==> config.mk <==
export PLATFORM = sky130hd
export DESIGN_NAME = button_debounce_long_press
export DESIGN_NICKNAME = d
export VERILOG_FILES = /design/src/rtl/bdlp_pkg.sv /design/src/rtl/bdlp_lane.sv /design/src/rtl/bdlp_merge.sv /design/src/rtl/button_debounce_long_press.sv
export SDC_FILE = /design/constraint.sdc
export NUM_CORES = 1
export LEC_CHECK = 0
export BUFFER_PORTS_ARGS = -buffer_cell sky130_fd_sc_hd__buf_2
export CORE_UTILIZATION = 64
export CTS_BUF_LIST = sky130_fd_sc_hd__clkbuf_4 sky130_fd_sc_hd__clkbuf_8
export CTS_CLUSTER_SIZE = 10
export DETAILED_ROUTE_END_ITERATION = 8
export GPL_TIMING_DRIVEN = 0
export PLACE_DENSITY = 0.84
export SYNTH_ARGS = -nofsm -noshare
export SYNTH_HDL_FRONTEND = slang
export SYNTH_HIERARCHICAL = 1
export SYNTH_SLANG_ARGS = --single-unit
==> constraint.sdc <==
create_clock -name clk -period 4.13 [get_ports clk]
set_input_delay 0.413 -clock clk [delete_from_list [all_inputs] [get_ports clk]]
set_output_delay 0.413 -clock clk [all_outputs]
set_load 0.02 [all_outputs]
==> src/rtl/bdlp_pkg.sv <==
`default_nettype none

package bdlp_pkg;

    localparam int NUM_BUTTONS = 3;

    localparam int ACTION_W = 2;
    localparam int BUTTON_W = 2;
    localparam int PINS_W   = 3;
    localparam int FLAGS_W  = 3;
    localparam int TICKS_W  = 16;
    localparam int CFG_IDX_W  = 1;
    localparam int CFG_DATA_W = 16;
    localparam int IN_DATA_W  = 8;
    localparam int OUT_DATA_W = 8;

    localparam logic [TICKS_W-1:0] LONG_TICKS_RESET = TICKS_W'(100);

    localparam logic [CFG_IDX_W-1:0] CFG_PRESS_LEVEL = 1'b0;
    localparam logic [CFG_IDX_W-1:0] CFG_LONG_TICKS  = 1'b1;

    typedef enum logic [ACTION_W-1:0] {
        ACT_TICK       = 2'd0,
        ACT_TAKE_PRESS = 2'd1,
        ACT_TAKE_LONG  = 2'd2,
        ACT_SW_PRESS   = 2'd3
    } action_t;

    // per-lane controls for one accepted beat
    typedef struct packed {
        logic tick;
        logic pin;
        logic take_press;
        logic take_long;
        logic sw_press;
    } lane_ctrl_t;

    // per-lane state after the beat
    typedef struct packed {
        logic press_flag;
        logic long_flag;
        logic taken;
    } lane_stat_t;

    typedef struct packed {
        logic [FLAGS_W-1:0] long_flags;
        logic [FLAGS_W-1:0] press_flags;
        logic               taken;
    } out_beat_t;

endpackage

`default_nettype wire

==> src/rtl/bdlp_lane.sv <==
`default_nettype none

module bdlp_lane (
    input  wire logic                        clk,
    input  wire logic                        rst_n,
    input  wire bdlp_pkg::lane_ctrl_t        ctrl,
    input  wire logic                        press_level,
    input  wire logic [bdlp_pkg::TICKS_W-1:0] long_ticks,
    output bdlp_pkg::lane_stat_t             stat
);
    import bdlp_pkg::*;

    typedef enum logic [1:0] {
        MODE_RELEASED = 2'd0,
        MODE_PRESSED  = 2'd1,
        MODE_LONG     = 2'd2
    } mode_t;

    mode_t              mode_reg, mode_next;
    logic               newest_reg, middle_reg, oldest_reg;
    logic               newest_next, middle_next, oldest_next;
    logic [TICKS_W-1:0] hold_reg, hold_next, hold_inc;
    logic               press_reg, press_next;
    logic               long_reg, long_next;
    logic               taken;
    logic               stable;
    logic               is_press;

    always_comb
    begin
        mode_next   = mode_reg;
        newest_next = newest_reg;
        middle_next = middle_reg;
        oldest_next = oldest_reg;
        hold_next   = hold_reg;
        press_next  = press_reg;
        long_next   = long_reg;
        taken       = 1'b0;
        stable      = (middle_reg == newest_reg) && (newest_reg == ctrl.pin);
        is_press    = (ctrl.pin == press_level);
        hold_inc    = (hold_reg == {TICKS_W{1'b1}}) ? hold_reg : hold_reg + 1'b1;

        if (ctrl.tick)
        begin
            oldest_next = middle_reg;
            middle_next = newest_reg;
            newest_next = ctrl.pin;
            if (stable)
            begin
                unique case (mode_reg)
                    MODE_RELEASED:
                    begin
                        if (is_press)
                        begin
                            mode_next  = MODE_PRESSED;
                            press_next = 1'b1;
                        end
                    end
                    MODE_PRESSED:
                    begin
                        if (!is_press)
                        begin
                            mode_next = MODE_RELEASED;
                            hold_next = '0;
                        end
                        else if (hold_inc >= long_ticks)
                        begin
                            mode_next = MODE_LONG;
                            hold_next = '0;
                            long_next = 1'b1;
                        end
                        else
                        begin
                            hold_next = hold_inc;
                        end
                    end
                    MODE_LONG:
                    begin
                        if (!is_press)
                        begin
                            mode_next = MODE_RELEASED;
                        end
                        hold_next = '0;
                    end
                    default:
                    begin
                        mode_next = mode_reg;
                    end
                endcase
            end
        end

        if (ctrl.take_press)
        begin
            taken      = press_reg;
            press_next = 1'b0;
        end
        if (ctrl.take_long)
        begin
            taken     = long_reg;
            long_next = 1'b0;
        end
        if (ctrl.sw_press)
        begin
            press_next = 1'b1;
        end
    end

    always_ff @(posedge clk or negedge rst_n)
    begin
        if (!rst_n)
        begin
            mode_reg   <= MODE_RELEASED;
            newest_reg <= 1'b0;
            middle_reg <= 1'b0;
            oldest_reg <= 1'b0;
            hold_reg   <= '0;
            press_reg  <= 1'b0;
            long_reg   <= 1'b0;
        end
        else
        begin
            mode_reg   <= mode_next;
            newest_reg <= newest_next;
            middle_reg <= middle_next;
            oldest_reg <= oldest_next;
            hold_reg   <= hold_next;
            press_reg  <= press_next;
            long_reg   <= long_next;
        end
    end

    // oldest sample only feeds the history; stability compares the middle and newest samples with the incoming pin
    logic unused_oldest;
    assign unused_oldest = oldest_reg;

    assign stat.press_flag = press_next;
    assign stat.long_flag  = long_next;
    assign stat.taken      = taken;

endmodule

`default_nettype wire

==> src/rtl/bdlp_merge.sv <==
`default_nettype none

module bdlp_merge (
    input  wire logic                                  clk,
    input  wire logic                                  rst_n,
    input  wire logic                                  push,
    input  wire bdlp_pkg::lane_stat_t [bdlp_pkg::NUM_BUTTONS-1:0] lanes,
    output logic                                       space,
    output logic                                       beat_valid,
    input  wire logic                                  beat_ready,
    output bdlp_pkg::out_beat_t                        beat
);
    import bdlp_pkg::*;

    out_beat_t   merged;
    out_beat_t   buf_mem [2];
    logic        wr_ptr_reg, wr_ptr_next;
    logic        rd_ptr_reg, rd_ptr_next;
    logic [1:0]  count_reg, count_next;
    logic        pop;

    always_comb
    begin
        merged = '0;
        for (int i = 0; i < NUM_BUTTONS; i++)
        begin
            merged.taken = merged.taken | lanes[i].taken;
        end
        for (int i = 0; i < FLAGS_W && i < NUM_BUTTONS; i++)
        begin
            merged.press_flags[i] = lanes[i].press_flag;
            merged.long_flags[i]  = lanes[i].long_flag;
        end
    end

    assign space      = (count_reg != 2'd2);
    assign beat_valid = (count_reg != 2'd0);
    assign pop        = beat_valid && beat_ready;

    always_comb
    begin
        wr_ptr_next = push ? ~wr_ptr_reg : wr_ptr_reg;
        rd_ptr_next = pop ? ~rd_ptr_reg : rd_ptr_reg;
        count_next  = count_reg + {1'b0, push} - {1'b0, pop};
    end

    always_ff @(posedge clk)
    begin
        if (push)
        begin
            buf_mem[wr_ptr_reg] <= merged;
        end
    end

    always_ff @(posedge clk or negedge rst_n)
    begin
        if (!rst_n)
        begin
            wr_ptr_reg <= 1'b0;
            rd_ptr_reg <= 1'b0;
            count_reg  <= 2'd0;
        end
        else
        begin
            wr_ptr_reg <= wr_ptr_next;
            rd_ptr_reg <= rd_ptr_next;
            count_reg  <= count_next;
        end
    end

    assign beat = buf_mem[rd_ptr_reg];

endmodule

`default_nettype wire

==> src/rtl/button_debounce_long_press.sv <==
// Each accepted input beat registers one result beat in the output buffer for m_tvalid.
// Throughput: one beat per cycle while s_tready is high; all button lanes update in parallel.
// A two-beat output buffer keeps s_tready high while one result waits on m_tready.
// Reset (rst_n, async, active low): all buttons released, histories and flags clear,
// press_level 0, long_press_ticks 100, output buffer empty.
`default_nettype none

module button_debounce_long_press (
    input  wire logic                                clk,
    input  wire logic                                rst_n,
    input  wire logic                                s_tvalid,
    output logic                                     s_tready,
    // [1:0] action, [3:2] button, [6:4] pins, [7] zero
    input  wire logic [bdlp_pkg::IN_DATA_W-1:0]      s_tdata,
    output logic                                     m_tvalid,
    input  wire logic                                m_tready,
    // [0] taken, [3:1] press_flags, [6:4] long_flags, [7] zero
    output logic [bdlp_pkg::OUT_DATA_W-1:0]          m_tdata,
    input  wire logic                                cfg_we,
    input  wire logic [bdlp_pkg::CFG_IDX_W-1:0]      cfg_addr,
    input  wire logic [bdlp_pkg::CFG_DATA_W-1:0]     cfg_wdata
);
    import bdlp_pkg::*;

    logic               press_level_reg;
    logic [TICKS_W-1:0] long_ticks_reg;
    logic               accept;
    action_t            action;
    logic [BUTTON_W-1:0] button;
    logic [PINS_W-1:0]  pins;
    lane_ctrl_t [NUM_BUTTONS-1:0] ctrl;
    lane_stat_t [NUM_BUTTONS-1:0] stat;
    out_beat_t          beat;
    logic               unused_pad;

    always_ff @(posedge clk or negedge rst_n)
    begin
        if (!rst_n)
        begin
            press_level_reg <= 1'b0;
            long_ticks_reg  <= LONG_TICKS_RESET;
        end
        else if (cfg_we)
        begin
            unique case (cfg_addr)
                CFG_PRESS_LEVEL: press_level_reg <= cfg_wdata[0];
                CFG_LONG_TICKS:  long_ticks_reg  <= cfg_wdata[TICKS_W-1:0];
                default:         press_level_reg <= press_level_reg;
            endcase
        end
    end

    assign accept     = s_tvalid && s_tready;
    assign action     = action_t'(s_tdata[ACTION_W-1:0]);
    assign button     = s_tdata[ACTION_W +: BUTTON_W];
    assign pins       = s_tdata[ACTION_W+BUTTON_W +: PINS_W];
    assign unused_pad = s_tdata[IN_DATA_W-1];

    for (genvar b = 0; b < NUM_BUTTONS; b++)
    begin : g_lane
        logic sel;
        logic pin;
        if (b < (1 << BUTTON_W))
        begin : g_sel
            assign sel = (button == BUTTON_W'(b));
        end
        else
        begin : g_nosel
            assign sel = 1'b0;
        end
        if (b < PINS_W)
        begin : g_pin
            assign pin = pins[b];
        end
        else
        begin : g_nopin
            assign pin = 1'b0;
        end

        assign ctrl[b].tick       = accept && (action == ACT_TICK);
        assign ctrl[b].pin        = pin;
        assign ctrl[b].take_press = accept && sel && (action == ACT_TAKE_PRESS);
        assign ctrl[b].take_long  = accept && sel && (action == ACT_TAKE_LONG);
        assign ctrl[b].sw_press   = accept && sel && (action == ACT_SW_PRESS);

        bdlp_lane u_lane (
            .clk         (clk),
            .rst_n       (rst_n),
            .ctrl        (ctrl[b]),
            .press_level (press_level_reg),
            .long_ticks  (long_ticks_reg),
            .stat        (stat[b])
        );
    end

    bdlp_merge u_merge (
        .clk        (clk),
        .rst_n      (rst_n),
        .push       (accept),
        .lanes      (stat),
        .space      (s_tready),
        .beat_valid (m_tvalid),
        .beat_ready (m_tready),
        .beat       (beat)
    );

    assign m_tdata = {1'b0, beat.long_flags, beat.press_flags, beat.taken};

endmodule

`default_nettype wire

==> results.txt <==
For this run, the register share of the synthesized area comes to 0.369. The maximum fanout count along the critical path came out at 9. TritonCTS built the clock tree.

The instance count after placement with tap cells included is about 910. The count of endpoints failing setup in the final report is 0. The first global-routing pass estimated between 20 and 30 mm of wire. The initial core utilization came out at 0.670. The latest clock arrival within the worst-skew pair is between 0.3 and 0.4 ns. The worst path setup slack after routing came out at roughly 0.27 ns.

For the worst setup path, the data required time is between 4 and 5 ns. In this run the worst hold path is classified as input port to asynchronous set/reset pin. The power density over the cells came out at around 380 nW/um2. The worst clock skew is 0.0122 ns. The total wire length is about 16 mm. The mapped netlist covers between 7000 and 8000 um2. In the final design database the tool counted between 800 and 900 nets. The TritonCTS sink count is between 100 and 150. The number of buffers created by CTS is 9. The number of antenna diodes in the final layout is 0. At the pin with the least slew margin, the transition time is between 0.8 and 0.9 ns. The internal reg-to-reg setup slack is roughly 0.27 ns. The number of DRC violations after detailed routing came out at 0.

The final cell count without fillers is just over 900. Traced cell by cell, the critical path runs through ha_1 > nand3_1 > or2_2 > nor3_1 > nand4_1 > nor2b_1 > ha_1 > nand4_1 > nor3_1 > o311ai_1 > nor4bb_1 > buf_2 > nand3b_1 > a21oi_1 > buf_4. The total of hold buffers inserted after clock tree synthesis is 0.

The number of antenna-violating nets in the routed design came out at 0. The max capacitance violation total is 0. The final HPWL from detailed placement is 12.2 mm.

The area of the multi-input gates came out at ~4000 um2. The floorplan has 37 rows. The maximum frequency from static timing analysis is approximately 0.26 GHz.

The utilization after layout is 0.728. Counting along the longest clock path gives a buffer depth of 2. The worst max-slew margin expressed relative to the limit came out at 0.461. The number of storage elements in the synthesis netlist came out at slightly above 100.

The count of endpoints failing hold in the final timing report is 0. In this run the clock root is driven by a sky130_fd_sc_hd__clkbuf_8. In this run the mean area of a mapped cell was ~9.5 um2. The flip-flop count of the largest register, all copies and words added came out at between 40 and 50. The number of distinct library cell variants in the gate-level netlist after synthesis is 74. Setup total negative slack on the finished layout was measured at 0 ns. The area of all sequential standard cells came out at between 2000 and 3000 um2.

The critical path is of the flop to flop type. The count of buffers inserted at the top-level ports came out at 37. The overall track demand over capacity in global routing is 0.296. The maximum number of pins on one net before global-route repair is 47. Leaving out fill and tap cells, the most frequent cell in the layout is sky130_fd_sc_hd__dfrtp_1. The post-synthesis async set-or-reset flop share came out at 0.861. From bottom edge to top edge, the die measures approximately 110 um.

The kind of launch point of the worst setup path is a flop. At the worst endpoint, the arrival time is slightly above 4 ns. 40 I/O pins were placed. Synthesis produced a netlist whose cell count is approximately 740.

The count of final max-slew check failures is 0. The cell type of the slowest stage on the worst timing path is sky130_fd_sc_hd__dfrtp_1. Timing analysis after detailed placement gives a worst setup slack of around 0.30 ns.

The leading register cell type out of synthesis is sky130_fd_sc_hd__dfrtp_1. The routed wire length per instance came out at between 15 and 20 um. In this run, synthesis inferred 14 flip-flops with an integrated enable. The die covers approximately 11000 um2.

Using the TritonRoute via totals, the vias-per-cell ratio works out to just over 6. The run finished with clean final reports. The placeable core region came out at approximately 11000 um2. The largest single stage delay on the critical path is about 0.46 ns.

The global-route congestion overflow total came out at 0. The congestion estimate from routability-driven global placement came to around 0.93. The number of nets in the synthesized netlist is between 800 and 900. The first detailed-routing pass ran for 5 iterations.

The share of post-route cells with drive strength above 1 came out at 0.173. The initial antenna violation count is 0. The buffers plus inverters on the worst setup path came out at 2. The type of element capturing the critical path is a flop.

In the layout the commonest cells are sky130_fd_sc_hd__dfrtp_1 (84), sky130_fd_sc_hd__inv_1 (70), sky130_fd_sc_hd__ha_1 (65). The maximum ir drop on the vdd rail is around 0.33 mV. For this block, the initial DRC count from the detailed router was 359. The clock period could shrink to slightly below 4 ns. The number of global-route vias before repair came out at 5839.

The relative area change from synthesis to final layout is 8.63%. The synthesis warning total came out at 6. The clock slew at the register clock pins of the worst setup and hold paths is about 0.10 ns. The post-route clock period utilization is 0.935. The kind of cell with the highest combined delay along the critical path is simple AND/OR/NAND/NOR gates.

The routed via count came out at 5803. The layout filler cell count is 745. From left edge to right edge, the die measures 107 um. The maximum level of the CTS H-tree is 3. In this run the static leakage power is approximately 3.6 nW. Setup repair after global routing left no endpoint under its margin. Overall power consumption after layout is estimated at between 2 and 3 mW.
## cell usage after synthesis (all sizes together) (5+ instances only)
| cell | n | share of area |
|---|---|---|
| nand2b | 11 | 0.0098 |
| edfxtp | 14 | 0.060 |
| nor3 | 20 | 0.015 |
| nand3 | 45 | 0.032 |
| o21bai | 6 | 0.0064 |
| xor2 | 7 | 0.0087 |
| o21ai | 31 | 0.025 |
| and3 | 7 | 0.0064 |
| nand2 | 66 | 0.037 |
| a31oi | 19 | 0.017 |
| nor2b | 5 | 0.0044 |
| dfrtp | 84 | 0.30 |
| or3 | 8 | 0.0085 |
| a21boi | 5 | 0.0053 |
| mux2i | 6 | 0.0085 |
| nand4 | 17 | 0.016 |
| buf | 25 | 0.031 |
| a21oi | 32 | 0.023 |
| mux2 | 31 | 0.059 |
| ha | 65 | 0.12 |
| nand4b | 5 | 0.0062 |
| nor2 | 38 | 0.020 |
| a32o | 5 | 0.0071 |
| or2 | 9 | 0.0080 |
| inv | 70 | 0.037 |
| xnor2 | 22 | 0.027 |
| a22o | 18 | 0.022 |
| o21a | 14 | 0.015 |
## stage by stage
step           area (um2)  hold WS [ns]
6_report             7650        0.0211
5_1_grt              7650        0.0707
4_1_cts              7640        0.0336
3_5_place_dp         7440         0.461
3_3_place_gp         7400         0.470
2_1_floorplan        7040         0.117
## routing by layer
layer	global-route usage	vias to the layer above	part of all wire
met2	0.505	190	0.49
met4	0.161	0	0.036
met1	0.364	2832	0.43
met3	0.0401	47	0.048
li1	-	2734	-
met5	0	-	0
## cell type report
cell class                      instances  share of cell area
Timing Repair Buffer                   39              0.0291
Tap cell                              136              0.0222
Multi-Input combinational cell        539               0.518
Clock buffer                           10              0.0172
Sequential cell                       101               0.340
Clock inverter                          6             0.00916
Inverter                               70              0.0343
Buffer                                 29              0.0304
## power by group
group          internal [mW]  leakage (nW)  switching (mW)
Sequential              1.19          1.24           0.146
Clock                  0.292        0.0982           0.365
Combinational          0.412          2.31           0.465
## repair_timing
action	CTS	global route
buffers inserted	0	0
resized for setup	0	3
endpoints found under the setup margin	0	10
## logic make-up after synthesis
group	after synthesis	share of synthesized area
AOI/OAI and AO/OA	158	0.159
and+or+nand+nor	249	0.182
adders and majority gates	65	0.115
muxes	37	0.0672
xor gates and xnor gates	29	0.0361
DFF	101	0.369
other	1	0.000532
buffers and inverters	99	0.0703
## final timing paths
| path | start | depth (start not counted) | end |
|---|---|---|---|
| max in group asynchronous | rst_n | 2 | long_ticks_reg[2] |
| max reg2reg | g_lane[0].u_lane/hold_reg[0] | 15 | u_merge/buf_mem[0][4] |
| min in group clk | cfg_wdata[15] | 2 | long_ticks_reg[15] |
| min reg2reg | g_lane[0].u_lane/hold_reg[11] | 1 | g_lane[0].u_lane/hold_reg[11] |
| max | g_lane[0].u_lane/hold_reg[0] | 15 | u_merge/buf_mem[0][4] |
| min | rst_n | 1 | g_lane[1].u_lane/hold_reg[10] |
Note: power is estimated with default switching activity, not from simulation.
